### config.mk
export PLATFORM = sky130hd
export DESIGN_NAME = sble_ctrl
export DESIGN_NICKNAME = d
export VERILOG_FILES = /design/src/rtl/core/sble_pkg.sv /design/src/rtl/core/sble_ctrl.sv
export SDC_FILE = /design/constraint.sdc
export NUM_CORES = 1
export LEC_CHECK = 0
export BUFFER_PORTS_ARGS = -buffer_cell sky130_fd_sc_hd__buf_4
export CAP_MARGIN = 20
export CORE_MARGIN = 8
export CORE_UTILIZATION = 30
export CTS_CLUSTER_DIAMETER = 60
export DETAILED_ROUTE_END_ITERATION = 8
export PLACE_DENSITY_LB_ADDON = 0.25
export SYNTH_ARGS = -nofsm -noshare
export SYNTH_HDL_FRONTEND = slang
export SYNTH_SLANG_ARGS = --single-unit
### constraint.sdc
create_clock -name i_clk -period 1.9 [get_ports i_clk]
set_input_delay 0.19 -clock i_clk [delete_from_list [all_inputs] [get_ports i_clk]]
set_output_delay 0.19 -clock i_clk [all_outputs]
set_load 0.03 [all_outputs]
### src/rtl/core/sble_pkg.sv
`timescale 1ns / 1ps
package sble_pkg;

    localparam int BAR_COUNT = 8;
    localparam int BIN_COUNT = 32;

    localparam logic [1:0] GRP_LOW  = 2'd0;
    localparam logic [1:0] GRP_MID  = 2'd1;
    localparam logic [1:0] GRP_HIGH = 2'd2;

    localparam logic [1:0] CFG_SMOOTHING_RATE = 2'd0;
    localparam logic [1:0] CFG_PEAK_FLOOR     = 2'd1;

    localparam logic [7:0]  SMOOTH_RESET     = 8'd77;
    localparam logic [15:0] FLOOR_RESET      = 16'd655;
    localparam logic [23:0] PEAK_LOW_RESET   = 24'd6554;
    localparam logic [23:0] PEAK_MID_RESET   = 24'd6554;
    localparam logic [23:0] PEAK_HIGH_RESET  = 24'd5243;

    localparam logic [16:0] COEF_RISE_OLD  = 17'd45875;
    localparam logic [14:0] COEF_RISE_NEW  = 15'd19661;
    localparam logic [16:0] COEF_DECAY_LOW = 17'd64881;
    localparam logic [16:0] COEF_DECAY_MID = 17'd65208;
    localparam logic [16:0] COEF_DECAY_HI  = 17'd65536;
    localparam logic [14:0] DAMP_GAIN      = 15'd19661;
    localparam logic [17:0] DAMP_LOWS_MIN  = 18'd52428;
    localparam logic [18:0] DAMP_MIDS_MAX  = 19'd19660;
    localparam logic [17:0] DAMP_HIGHS_MAX = 18'd13107;
    localparam logic [16:0] LEVEL_MIN      = 17'd66;
    localparam logic [16:0] LEVEL_ONE      = 17'd65536;
    localparam logic [17:0] NORM_MAX       = 18'd131072;

    localparam logic [2:0] BAND_OF_BIN [BIN_COUNT] = '{
        3'd0, 3'd0, 3'd0, 3'd0, 3'd1, 3'd1, 3'd1, 3'd2,
        3'd2, 3'd2, 3'd2, 3'd3, 3'd3, 3'd3, 3'd3, 3'd4,
        3'd4, 3'd4, 3'd4, 3'd5, 3'd5, 3'd5, 3'd5, 3'd6,
        3'd6, 3'd6, 3'd6, 3'd7, 3'd7, 3'd7, 3'd7, 3'd7
    };

    localparam logic [14:0] WEIGHT_OF_BIN [BIN_COUNT] = '{
        15'd0,     15'd9830,  15'd13107, 15'd9830,
        15'd13763, 15'd18350, 15'd13763, 15'd16384,
        15'd19661, 15'd16384, 15'd13107, 15'd13107,
        15'd19661, 15'd19661, 15'd13107, 15'd13107,
        15'd19661, 15'd19661, 15'd13107, 15'd13107,
        15'd19661, 15'd19661, 15'd26214, 15'd6554,
        15'd26214, 15'd19661, 15'd13107, 15'd13173,
        15'd13173, 15'd19759, 15'd13173, 15'd0
    };

    typedef struct packed {
        logic       acc_mul;
        logic       acc_add;
        logic       gmax_ld;
        logic       pk_a;
        logic       pk_b;
        logic       pk_c;
        logic       div_init;
        logic       div_step;
        logic       div_done;
        logic       damp_ld;
        logic       sm_a;
        logic       sm_b;
        logic       sm_c;
        logic [1:0] grp;
        logic [2:0] bar;
    } t_cmd;

    typedef struct packed {
        logic last;
        logic out_taken;
    } t_status;

    function automatic logic [1:0] group_of_bar(input logic [2:0] bar);
        logic [1:0] g;
        if (bar < 3'd2) begin
            g = GRP_LOW;
        end else if (bar < 3'd6) begin
            g = GRP_MID;
        end else begin
            g = GRP_HIGH;
        end
        return g;
    endfunction

    // elaboration-time helpers for the curve tables
    function automatic longint unsigned isqrt_u64(input longint unsigned n);
        longint unsigned res;
        longint unsigned bit_v;
        longint unsigned rem;
        res   = 64'd0;
        bit_v = 64'd1 << 62;
        rem   = n;
        for (int i = 0; i < 32; i++) begin
            if (bit_v > rem) bit_v = bit_v >> 2;
        end
        for (int i = 0; i < 32; i++) begin
            if (bit_v != 64'd0) begin
                if (rem >= res + bit_v) begin
                    rem = rem - (res + bit_v);
                    res = (res >> 1) + bit_v;
                end else begin
                    res = res >> 1;
                end
                bit_v = bit_v >> 2;
            end
        end
        return res;
    endfunction

    // long division, table build only
    function automatic longint unsigned udiv_u64(input longint unsigned num,
                                                 input longint unsigned den);
        longint unsigned quo;
        longint unsigned rem;
        quo = 64'd0;
        rem = 64'd0;
        for (int i = 63; i >= 0; i--) begin
            rem = (rem << 1) | ((num >> i) & 64'd1);
            if (rem >= den) begin
                rem = rem - den;
                quo = quo | (64'd1 << i);
            end
        end
        return quo;
    endfunction

    // signed quotient truncated toward zero
    function automatic longint sdiv_trunc(input longint num, input longint unsigned den);
        longint unsigned mag;
        longint unsigned qm;
        mag = (num < 0) ? longint'(-num) : longint'(num);
        qm  = udiv_u64(mag, den);
        return (num < 0) ? -longint'(qm) : longint'(qm);
    endfunction

    function automatic longint log2_q16(input longint unsigned v);
        int              k;
        longint unsigned y;
        longint          r;
        k = 0;
        for (int t = 0; t < 12; t++) begin
            if (k == t && (v >> (t + 1)) != 64'd0) k = t + 1;
        end
        y = v << (30 - k);
        r = longint'(k) << 16;
        for (int b = 15; b >= 0; b--) begin
            y = (y * y) >> 30;
            if (y >= (64'd1 << 31)) begin
                y = y >> 1;
                r = r | (64'sd1 << b);
            end
        end
        return r;
    endfunction

    function automatic logic [16:0] curve_entry(input int g, input int i, input int depth);
        longint unsigned root [16];
        longint          lx;
        longint          e;
        longint unsigned ue;
        longint unsigned q;
        longint unsigned f;
        longint unsigned v;
        longint unsigned x;
        longint unsigned val;
        root[0] = isqrt_u64(64'd2 << 60);
        for (int j = 1; j < 16; j++) root[j] = isqrt_u64(root[j-1] << 30);
        if (i == 0) return 17'd0;
        lx = log2_q16(longint'(2 * i)) - log2_q16(longint'(depth));
        case (g)
            0:       e = sdiv_trunc(lx * 2, 64'd5);
            1:       e = sdiv_trunc(lx * 3, 64'd5);
            default: e = sdiv_trunc(lx * 7, 64'd10);
        endcase
        e  = e + (64'sd16 <<< 16);
        ue = (e < 0) ? 64'd0 : longint'(e);
        q  = (ue >> 16) & 64'd31;
        f  = ue & 64'hFFFF;
        v  = 64'd1 << 30;
        for (int j = 0; j < 16; j++) begin
            if (f[15-j]) v = (v * root[j] + (64'd1 << 29)) >> 30;
        end
        x = v << q;
        case (g)
            0:       val = udiv_u64(x * 4 + (64'd5 << 29), 64'd5 << 30);
            1:       val = udiv_u64(x * 6 + (64'd5 << 29), 64'd5 << 30);
            default: val = udiv_u64(x * 3 + (64'd2 << 29), 64'd2 << 30);
        endcase
        return (val > 64'd65536) ? 17'd65536 : val[16:0];
    endfunction

endpackage

### src/rtl/core/sble_ctrl.sv
`timescale 1ns / 1ps
module sble_ctrl (
    input  logic             i_clk,
    input  logic             i_rst_n,
    input  logic             i_bin_valid,
    output logic             o_bin_ready,
    input  sble_pkg::t_status i_status,
    output sble_pkg::t_cmd   o_cmd
);

    localparam logic [3:0] S_IDLE     = 4'd0;
    localparam logic [3:0] S_ACC      = 4'd1;
    localparam logic [3:0] S_GMAX     = 4'd2;
    localparam logic [3:0] S_PK_A     = 4'd3;
    localparam logic [3:0] S_PK_B     = 4'd4;
    localparam logic [3:0] S_PK_C     = 4'd5;
    localparam logic [3:0] S_DIV_INIT = 4'd6;
    localparam logic [3:0] S_DIV_STEP = 4'd7;
    localparam logic [3:0] S_DIV_DONE = 4'd8;
    localparam logic [3:0] S_DAMP     = 4'd9;
    localparam logic [3:0] S_SM_A     = 4'd10;
    localparam logic [3:0] S_SM_B     = 4'd11;
    localparam logic [3:0] S_SM_C     = 4'd12;
    localparam logic [3:0] S_EMIT     = 4'd13;

    localparam logic [4:0] DIV_LAST_BIT = 5'd17;

    logic [3:0] r_state, n_state;
    logic [2:0] r_bar, n_bar;
    logic [1:0] r_grp, n_grp;
    logic [4:0] r_bit, n_bit;

    always_ff @(posedge i_clk) begin
        if (!i_rst_n) begin
            r_state <= S_IDLE;
            r_bar   <= 3'd0;
            r_grp   <= 2'd0;
            r_bit   <= 5'd0;
        end else begin
            r_state <= n_state;
            r_bar   <= n_bar;
            r_grp   <= n_grp;
            r_bit   <= n_bit;
        end
    end

    always_comb begin
        n_state = r_state;
        n_bar   = r_bar;
        n_grp   = r_grp;
        n_bit   = r_bit;
        o_cmd   = '0;
        o_cmd.bar = r_bar;
        o_cmd.grp = r_grp;
        o_bin_ready = (r_state == S_IDLE);
        unique case (r_state)
            S_IDLE: begin
                if (i_bin_valid) begin
                    o_cmd.acc_mul = 1'b1;
                    n_state = S_ACC;
                end
            end
            S_ACC: begin
                o_cmd.acc_add = 1'b1;
                n_state = i_status.last ? S_GMAX : S_IDLE;
            end
            S_GMAX: begin
                o_cmd.gmax_ld = 1'b1;
                n_grp   = sble_pkg::GRP_LOW;
                n_state = S_PK_A;
            end
            S_PK_A: begin
                o_cmd.pk_a = 1'b1;
                n_state = S_PK_B;
            end
            S_PK_B: begin
                o_cmd.pk_b = 1'b1;
                n_state = S_PK_C;
            end
            S_PK_C: begin
                o_cmd.pk_c = 1'b1;
                if (r_grp == sble_pkg::GRP_HIGH) begin
                    n_bar   = 3'd0;
                    n_state = S_DIV_INIT;
                end else begin
                    n_grp   = r_grp + 2'd1;
                    n_state = S_PK_A;
                end
            end
            S_DIV_INIT: begin
                o_cmd.div_init = 1'b1;
                n_bit   = DIV_LAST_BIT;
                n_state = S_DIV_STEP;
            end
            S_DIV_STEP: begin
                o_cmd.div_step = 1'b1;
                n_bit = r_bit - 5'd1;
                if (r_bit == 5'd0) n_state = S_DIV_DONE;
            end
            S_DIV_DONE: begin
                o_cmd.div_done = 1'b1;
                if (r_bar == 3'd7) begin
                    n_state = S_DAMP;
                end else begin
                    n_bar   = r_bar + 3'd1;
                    n_state = S_DIV_INIT;
                end
            end
            S_DAMP: begin
                o_cmd.damp_ld = 1'b1;
                n_bar   = 3'd0;
                n_state = S_SM_A;
            end
            S_SM_A: begin
                o_cmd.sm_a = 1'b1;
                n_state = S_SM_B;
            end
            S_SM_B: begin
                o_cmd.sm_b = 1'b1;
                n_state = S_SM_C;
            end
            S_SM_C: begin
                o_cmd.sm_c = 1'b1;
                n_state = S_EMIT;
            end
            S_EMIT: begin
                if (i_status.out_taken) begin
                    if (r_bar == 3'd7) begin
                        n_state = S_IDLE;
                    end else begin
                        n_bar   = r_bar + 3'd1;
                        n_state = S_SM_A;
                    end
                end
            end
            default: n_state = S_IDLE;
        endcase
    end

endmodule

==> impl_metrics.ini, run 1 <==
[status]
outcome = completed

[layout]
final_cells = 200
fill_cells = 366
final_util = 0.385
antenna_cells = 0
nNetsFinal = 165
syn_to_final_growth_pct = 23.9
stdcell_area_um2 = 1290
drive_gt1_frac = 0.266

[clock_tree]
hold_buffers = 0
root_buffer = clkbuf_4
clk_latency_ps = 280
cts_made_buffers = 3
clock_path_buffers = 2
cts_num_sinks = 14
clk_pin_slew_ps = 100
h-tree-depth = 1
cts_tree = yes

[timing]
finClkSkew_ps = 3.64
hold_viol_final = 0
slew_viol_final = 0
rsz0062_at_grt = false
period_share = 0.921
finalCriticalPeriod_ps = 1750
finalSetupTns_ps = 0
fmaxAchievable_ghz = 0.572
worst_pin_slew_ps = 375
slew_headroom = 0.748
setup-violations-final = 0

[logic_synthesis]
synth.distinct_cells = 48
synthesis.area_um2 = 1040
synth_top_area_frac = 0.270
synth_edf_count = 0
synthTopCellsByArea = dfxtp_1 27%, ha_1 6.0%, nor3_1 5.3%
yosysTopAreaCell = dfxtp_1
synth-seq-cells = 14
async_reset_ff_frac = 0
synth_common_cells = 14 x dfxtp_1, 13 x nor2_1, 11 x nor3_1, 10 x nand2_1, 9 x a21oi_1
netlist_instances = 130
synth-main-ff-cell = dfxtp_1
syn-mean-instance-area_um2 = 7.99
yosysSeqAreaShare = 0.270
synth_nets = 140
yosysMostFrequentCell = dfxtp_1
yosysWarnings = 0

[placement]
dpl.hpwl_mm = 2.08
numPortBuffers = 23
placed_cells = 196
place.gp.congestion = 0.923
placed_cell_area_um2 = 1240

[global_routing]
antenna_found_initial = 0
grt_pass1_wl_mm = 4.64
grt_max_degree = 21
grt_pass1_vias = 993
grt_overflow_total = 0
grt_usage = 0.105

[critical_path]
worstSetupEndpointType = output port
critPathBufInv = 1
cp_cell_sequence = or2b_1 > nor3_1 > buf_4
critPathSlowestCell = dfxtp_2
crit_start = r_state[2]
critPathLaunchType = register
crit_arrival_ps = 1560
cpPeakStageDelay_ps = 560
cp_max_fo = 20
cp.required_ps = 1710
crit_type = reg -> out
cpLargestDelayFamily = flip-flops
timing.rr.start = r_bit[0]

[route]
drt_iter0_drc = 74
wl_met3_um = 228
antenna_left = 0
vias_per_cell = 5.23
route.detailed.drc = 0
highest_layer = met4
wl_met2_mm = 1.17
drt-pass1-iter-count = 4
wl_per_cell_um = 13.6
vias = 1045
m1WireLength_mm = 1.29
routed_wl_mm = 2.73

[die]
top_level_ports = 24
die_x_um = 74.8
die_y_um = 74.8
coreArea_um2 = 3340
die-area_um2 = 5600
initial_core_util = 0.311
num_rows = 21

[power]
power_density_nw_per_um2 = 513
vdd_ir_drop_max_mv = 0.249
p_leak_uw = 0.000556
total_power_uw = 660

[worst_hold_path]
min_from = i_rst_n
hp-class = in -> reg

[flow_run]
cap_violations = 0
==> worst register-to-register path, stage by stage, from the launching register on <==
cell and delay, ps:
dfxtp_1 320, inv_1 80, ha_1 180, or3b_1 400
o21a_1 230, nor3_1 190, a21oi_1 90
==> state kept, by name, indices dropped and copies added (netlist names) <==
name,flops
r_bit,5
r_state,4
r_bar,3
r_grp,2
==> stage by stage <==
stage	hold WS [ps]	setup WS, ps
floorplan	303	52.1
global placement	458	201
detailed placement	471	184
CTS	168	35.1
global route	172	47.4
finish	172	151
==> placed cells by master (no fill, tap or decap), types with 3 or more instances in the layout <==
master     n
dfxtp_1   10
dfxtp_2    4
nor3_1    11
nor2_1    13
o21ai_1    4
nand2b_1   5
nand2_1   10
mux2i_1    4
a21oi_1    9
ha_1       5
inv_1      7
buf_4     28
clkbuf_4   3
==> report_power, final <==
part,leakage [µW],switching (µW),internal [µW]
clock network,0.0000210,108,117
registers,0.000115,21.2,299
logic,0.000420,68.5,47.4
total,0.000556,198,463
==> layer usage <==
| layer | vias up | GRT usage |
|---|---|---|
| li1 | 521 | - |
| met1 | 486 | 0.137 |
| met2 | 34 | 0.160 |
| met3 | 4 | 0.0293 |
| met4 | 0 | 0.0326 |
| met5 | - | 0 |
==> final timing paths <==
kind	slack, ps	cells after the start	end
setup / recovery	150	3	o_cmd[13]
hold / removal	170	3	r_state[3]
setup reg to reg	290	6	r_state[2]
hold reg to reg	490	1	r_bit[4]
==> cells by family after synthesis <==
logic type	after synthesis	synth area share
AND/OR/NAND/NOR	57	0.311
AO/OA/AOI/OAI	34	0.225
buffers and inverters	15	0.0843
flip-flops	14	0.270
multiplexers	5	0.0494
adder cells (fa/ha/maj)	5	0.0602
==> what timing repair did <==
action                                 CTS  global route
setup endpoints to repair                2             4
gates resized for setup                  2             2
pin swaps                                0             0
setup buffers                            0             0
endpoints found under the hold margin    0             0
==> final cells by class <==
type	count	area, µm²	area share
Tap cell	46	57.6	0.0447
Sequential cell	14	285	0.222
Clock buffer	4	36.3	0.0282
Multi-Input combinational cell	101	671	0.521
Timing Repair Buffer	28	210	0.163
Inverter	7	26.3	0.0204
Note: power is estimated with default switching activity, not from simulation.
==> run 2, diff against run 1 <==
--- a/config.mk
+++ b/config.mk
@@ -5,8 +5,10 @@
 export SDC_FILE = /design/constraint.sdc
 export NUM_CORES = 1
 export LEC_CHECK = 0
+export ABC_AREA = 1
 export BUFFER_PORTS_ARGS = -buffer_cell sky130_fd_sc_hd__buf_4
 export CAP_MARGIN = 20
+export CORE_ASPECT_RATIO = 1.25
 export CORE_MARGIN = 8
 export CORE_UTILIZATION = 30
 export CTS_CLUSTER_DIAMETER = 60
==> constraint.sdc (replaced) <==
create_clock -name i_clk -period 2.2 [get_ports i_clk]
set_input_delay 0.22 -clock i_clk [delete_from_list [all_inputs] [get_ports i_clk]]
set_output_delay 0.22 -clock i_clk [all_outputs]
set_load 0.03 [all_outputs]
==> run 2 against run 1 <==
Sequential power fell by 17%. Die area fell by 2.5%. Count of clock-buffer cells in the layout did not move. Sequential cell count did not move. Highest routed layer unchanged.
==> impl_metrics.ini, run 2 <==
[logic_synthesis]
synth-xor-area-share = 0
synth.distinct_cells = 16
synth_edf_count = 0
yosysSeqAreaShare = 0.280
netlist_instances = 172
yosys.area_share.simple = 0.466
synth_nets = 182
async_reset_ff_frac = 0
synth.mux.area_fraction = 0
synth-seq-cells = 14
synth_top_family_by_area = simple AND/OR/NAND/NOR gates
synthesis.area_um2 = 1000
yosysMostFrequentCell = nand2_1
syn-mean-instance-area_um2 = 5.83
synth-main-ff-cell = dfxtp_1
yosysTopAreaCell = dfxtp_1
synth_fa_ha_area_frac = 0.0624
yosysWarnings = 0
synthTopCellsByArea = dfxtp_1 28%, nand2_1 18%, nor2_1 10%
synth_compound_area_frac = 0.0724
synth_common_cells = 49 x nand2_1, 28 x nor2_1, 27 x inv_1, 14 x dfxtp_1, 14 x nand3_1
synth_top_area_frac = 0.280

[die]
num_rows = 23
coreArea_um2 = 3190
die_y_um = 80.6
die-area_um2 = 5460
initial_core_util = 0.314
top_level_ports = 24
die_x_um = 67.7

[critical_path]
worstSetupEndpointType = output port
cp.required_ps = 1980
critPathBufInv = 3
cpPeakStageDelay_ps = 440
crit_path_frequent_cell = inv_1
critPathSlowestCell = dfxtp_1
crit_type = reg -> out
rr_worst_depth = 8
worstSetupPathDepth = 5
cpLargestDelayFamily = flip-flops
cp_cell_sequence = inv_1 > nor2_1 > nand2_1 > inv_1 > buf_4
cp_max_fo = 4
crit_arrival_ps = 1400
critPathLaunchType = register

[power]
internal-power_uw = 457
seqPwrFrac = 0.413
p_leak_uw = 0.000728
power_density_nw_per_um2 = 506
pwr-share-clk = 0.402
vdd_ir_drop_max_mv = 0.326
switching_share = 0.293
p_comb_frac = 0.184
p_sw_uw = 189

[timing]
finClkSkew_ps = 0.804
rsz0062_at_grt = false
slew_headroom = 0.813
period_share = 0.737
finalCriticalPeriod_ps = 1620
final.setup.worst_slack_ps = 578
setup-violations-final = 0
slew_viol_final = 0
fmaxAchievable_ghz = 0.617
finalSetupTns_ps = 0
hold_viol_final = 0
worst_pin_slew_ps = 280

[global_routing]
grt_pass1_wl_mm = 4.51
grt_usage = 0.108
grt_overflow_total = 0
grt_max_degree = 9
grt_pass1_vias = 1025
antenna_found_initial = 0

[clock_tree]
clk_latency_ps = 250
cts_tree = yes
clock_path_buffers = 2
h-tree-depth = 1
hold_buffers = 0
post_cts.repair.setup_buffers = 0
cts_made_buffers = 3
ctsResizeCount = 0
cts_num_sinks = 14
root_buffer = clkbuf_8
clk_pin_slew_ps = 60

[worst_hold_path]
whs_path_depth = 3
hp-class = in -> reg

[route]
routed_wl_mm = 2.71
wl_met2_mm = 1.32
wl_met3_um = 139
m1WireLength_mm = 1.20
wl_per_cell_um = 11.5
vias = 1053
antenna_left = 0
highest_layer = met4
vias_per_cell = 4.46
drt-pass1-iter-count = 4
drt_iter0_drc = 46
route.detailed.drc = 0

[layout]
largest_reg_flops = 5
drive_gt1_frac = 0.221
final_cell_mix = 49 x nand2_1, 28 x nor2_1, 27 x inv_1
final_common_cell = nand2_1
antenna_cells = 0
regMostFlops = r_bit
nNetsFinal = 210
reg.largest.list = r_bit x5, r_state x4, r_bar x3
fill_cells = 341
syn_to_final_growth_pct = 27.3

[placement]
place.gp.congestion = 0.862
dpl.hpwl_mm = 2.24
pre_cts_slack_ps = 783
numPortBuffers = 23

[flow_run]
cap_violations = 0

[status]
outcome = completed
## run 2: cell types whose count changed after synthesis, moves of 8 or more
cell     previous run  this run
nor3_1             11         3
nand2_1            10        49
nor2_1             13        28
nand3_1             1        14
inv_1               7        27
## run 2: worst paths after layout
path	startpoint	endpoint	slack, ps
worst max-delay path	r_state[1]	o_cmd[15]	580
worst min-delay path	i_rst_n	r_state[2]	250
worst max register to register	r_state[1]	r_state[0]	760
worst min register to register	r_bit[4]	r_bit[4]	460
## run 2: layer usage
| layer | vias up | track usage |
|---|---|---|
| met1 | 454 | 0.115 |
| li1 | 575 | - |
| met2 | 18 | 0.187 |
| met5 | - | 0 |
| met3 | 6 | 0.0223 |
| met4 | 0 | 0.0629 |
## run 2: layout make-up
cell class                      count  area [µm²]  area share
Timing Repair Buffer               23         173       0.135
Inverter                           32         120      0.0941
Multi-Input combinational cell    126         602       0.472
Clock buffer                        4        55.1      0.0431
Tap cell                           37        46.3      0.0363
Sequential cell                    14         280       0.220
## run 2: worst register-to-register path: stages (launching register included)
cell,delay (ps)
dfxtp_1,440
inv_1,110
nor2_1,200
nand2_1,160
nand2_1,140
inv_1,80
nand2_1,70
nand2_1,40
a21oi_1,130
## run 2: kinds of logic after synthesis
logic type | count (synthesis)
compound gates | 14
fa+ha+maj | 5
buf+inv | 32
flops | 14
simple gates | 107
## run 2: metrics by stage
step                std cells  power [µW]   util  cell area [µm²]  hold slack [ps]
global route              236         677  0.400             1280              255
global placement          232         393  0.382             1220              449
finish                    236         646  0.400             1280              247
floorplan                 172         350      -             1000              318
CTS                       236         655  0.400             1280              232
detailed placement        232         393  0.382             1220              459
## run 2: power groups by stage
stage          sequential, µW  clock [µW]  combinational (µW)
5_1_grt                   267         279                 131
3_5_place_dp              272           0                 120
4_1_cts                   267         268                 121
6_report                  267         260                 119
3_3_place_gp              272           0                 121
2_1_floorplan             274           0                75.6
==> run 3, diff against run 2 <==
--- a/config.mk
+++ b/config.mk
@@ -5,7 +5,7 @@
 export SDC_FILE = /design/constraint.sdc
 export NUM_CORES = 1
 export LEC_CHECK = 0
-export ABC_AREA = 1
+export ABC_AREA = 0
 export BUFFER_PORTS_ARGS = -buffer_cell sky130_fd_sc_hd__buf_4
 export CAP_MARGIN = 20
 export CORE_ASPECT_RATIO = 1.25
==> constraint.sdc (replaced) <==
create_clock -name i_clk -period 1.7 [get_ports i_clk]
set_input_delay 0.17 -clock i_clk [delete_from_list [all_inputs] [get_ports i_clk]]
set_output_delay 0.17 -clock i_clk [all_outputs]
set_load 0.03 [all_outputs]
==> run 3 against run 2 <==
Clock power increased by 7%. Power up 21%. Hold slack got worse by 43 ps. Critical path depth is 1 higher. Critical path type is now reg -> reg. Critical endpoint is now r_state[3].
==> impl_metrics.ini, run 3 (synthesis results as in run 1) <==
[layout]
final_cell_mix = 37 x buf_4, 13 x nor2_1, 10 x nor3_1, 10 x nand2_1, 10 x dfxtp_1
largest_reg_flops = 5
reg.largest.list = r_bit x5, r_state x4, r_bar x3
syn_to_final_growth_pct = 32.8
regMostFlops = r_bit
multi_input_area_um2 = 697
fill_cells = 376
nNetsFinal = 174
final_common_cell = buf_4
drive_gt1_frac = 0.327
seq_area_um2 = 288
antenna_cells = 0

[die]
coreArea_um2 = 3390
die_y_um = 81.8
top_level_ports = 24
die-area_um2 = 5610
num_rows = 24
initial_core_util = 0.306
die_x_um = 68.6

[power]
power_density_nw_per_um2 = 569
vdd_ir_drop_max_mv = 0.332
p_leak_uw = 0.000603

[clock_tree]
clock_path_buffers = 2
cts_num_sinks = 14
post_cts.repair.setup_buffers = 0
cts_tree = yes
h-tree-depth = 1
cts_made_buffers = 3
root_buffer = clkbuf_8
clk_pin_slew_ps = 60
clk_latency_ps = 250

[route]
routed_wl_mm = 2.99
vias_per_cell = 5.36
route.detailed.drc = 0
drt_iter0_drc = 74
drt-pass1-iter-count = 4
wl_per_cell_um = 14.9
vias = 1078
antenna_left = 0

[critical_path]
cp_max_fo = 4
crit_start = r_bar[0]
crit_arrival_ps = 1790
critPathLaunchType = register
worstSetupEndpointType = register
rr_worst_depth = 6
cp_cell_sequence = ha_1 > ha_1 > o31ai_1 > a221o_1 > a211o_1 > o21ai_2
cp.required_ps = 1880
crit_path_frequent_cell = ha_1
crit_type = reg -> reg
cpPeakStageDelay_ps = 360
critPathSlowestCell = dfxtp_2
timing.rr.start = r_bar[0]

[timing]
rsz0062_at_grt = false
setup-violations-final = 0
final.setup.worst_slack_ps = 93.1
finalCriticalPeriod_ps = 1610
finalSetupTns_ps = 0
fmaxAchievable_ghz = 0.622
period_share = 0.945
slew_viol_final = 0
finClkSkew_ps = 8.61
worst_pin_slew_ps = 450
slew_headroom = 0.698
hold_viol_final = 0

[placement]
place.gp.congestion = 0.821
numPortBuffers = 23
pre_cts_slack_ps = 55.2
dpl.hpwl_mm = 2.27

[global_routing]
grt_pass1_vias = 1054
grt_pass1_wl_mm = 4.92
grt_overflow_total = 0
grt_max_degree = 16
antenna_found_initial = 0
grt_usage = 0.109

[worst_hold_path]
min_from = i_rst_n
whs_path_depth = 3
hp-class = in -> reg

[flow_run]
cap_violations = 0

[status]
outcome = completed
run 3: cell types whose count changed in the layout (fill, tap and decap cells not counted), sizes merged, moves of 4 or more:
cell,change
o21ai,+4
buf,+14
nor3,+8
nor2,-20
nand3,-13
nand2b,+5
inv,-25
nand2,-43
mux2i,+4
run 3: worst max-delay path, delay by kind of cell, from the launching register on:
family | cells | cell delay, ps
DFF | 1 | 360
AOI/OAI and AO/OA | 4 | 800
adders and majority gates | 2 | 380
run 3: through the flow:
stage               area, µm²  total power (µW)   util  instances  hold WS (ps)
floorplan                1050               456      -        130           283
global placement         1310               512  0.387        198           444
detailed placement       1310               512  0.387        198           452
CTS                      1360               789  0.400        201           197
global route             1380               816  0.406        201           214
finish                   1380               784  0.406        201           204
run 3: layer usage:
metal,vias up,track usage,part of all wire
li1,539,-,-
met1,509,0.140,0.43
met2,28,0.178,0.49
met3,2,0.0232,0.071
met4,0,0.0287,0.0067
met5,-,0,0
run 3: what timing repair did:
item	in CTS	in global routing
gates resized for setup	2	7
hold buffers	0	0
endpoints found under the setup margin	9	8
run 3: worst paths after layout:
check                             endpoint  slack (ps)
worst min register to register    r_grp[0]         490
worst max register to register  r_state[3]          90
worst min-delay path            r_state[3]         200
worst max-delay path            r_state[3]          90
run 3: report_power, final:
group	total [µW]	switching, µW	leakage [µW]	internal (µW)
clock	278	121	0.0000216	157
sequential	351	18.1	0.000115	333
combinational	156	88.3	0.000467	67.4
run 3: cell type report:
class | count | share of cell area
Sequential cell | 14 | 0.209
Timing Repair Buffer | 37 | 0.201
Multi-Input combinational cell | 101 | 0.505
Tap cell | 39 | 0.0354
Clock buffer | 3 | 0.0299
Inverter | 7 | 0.0191
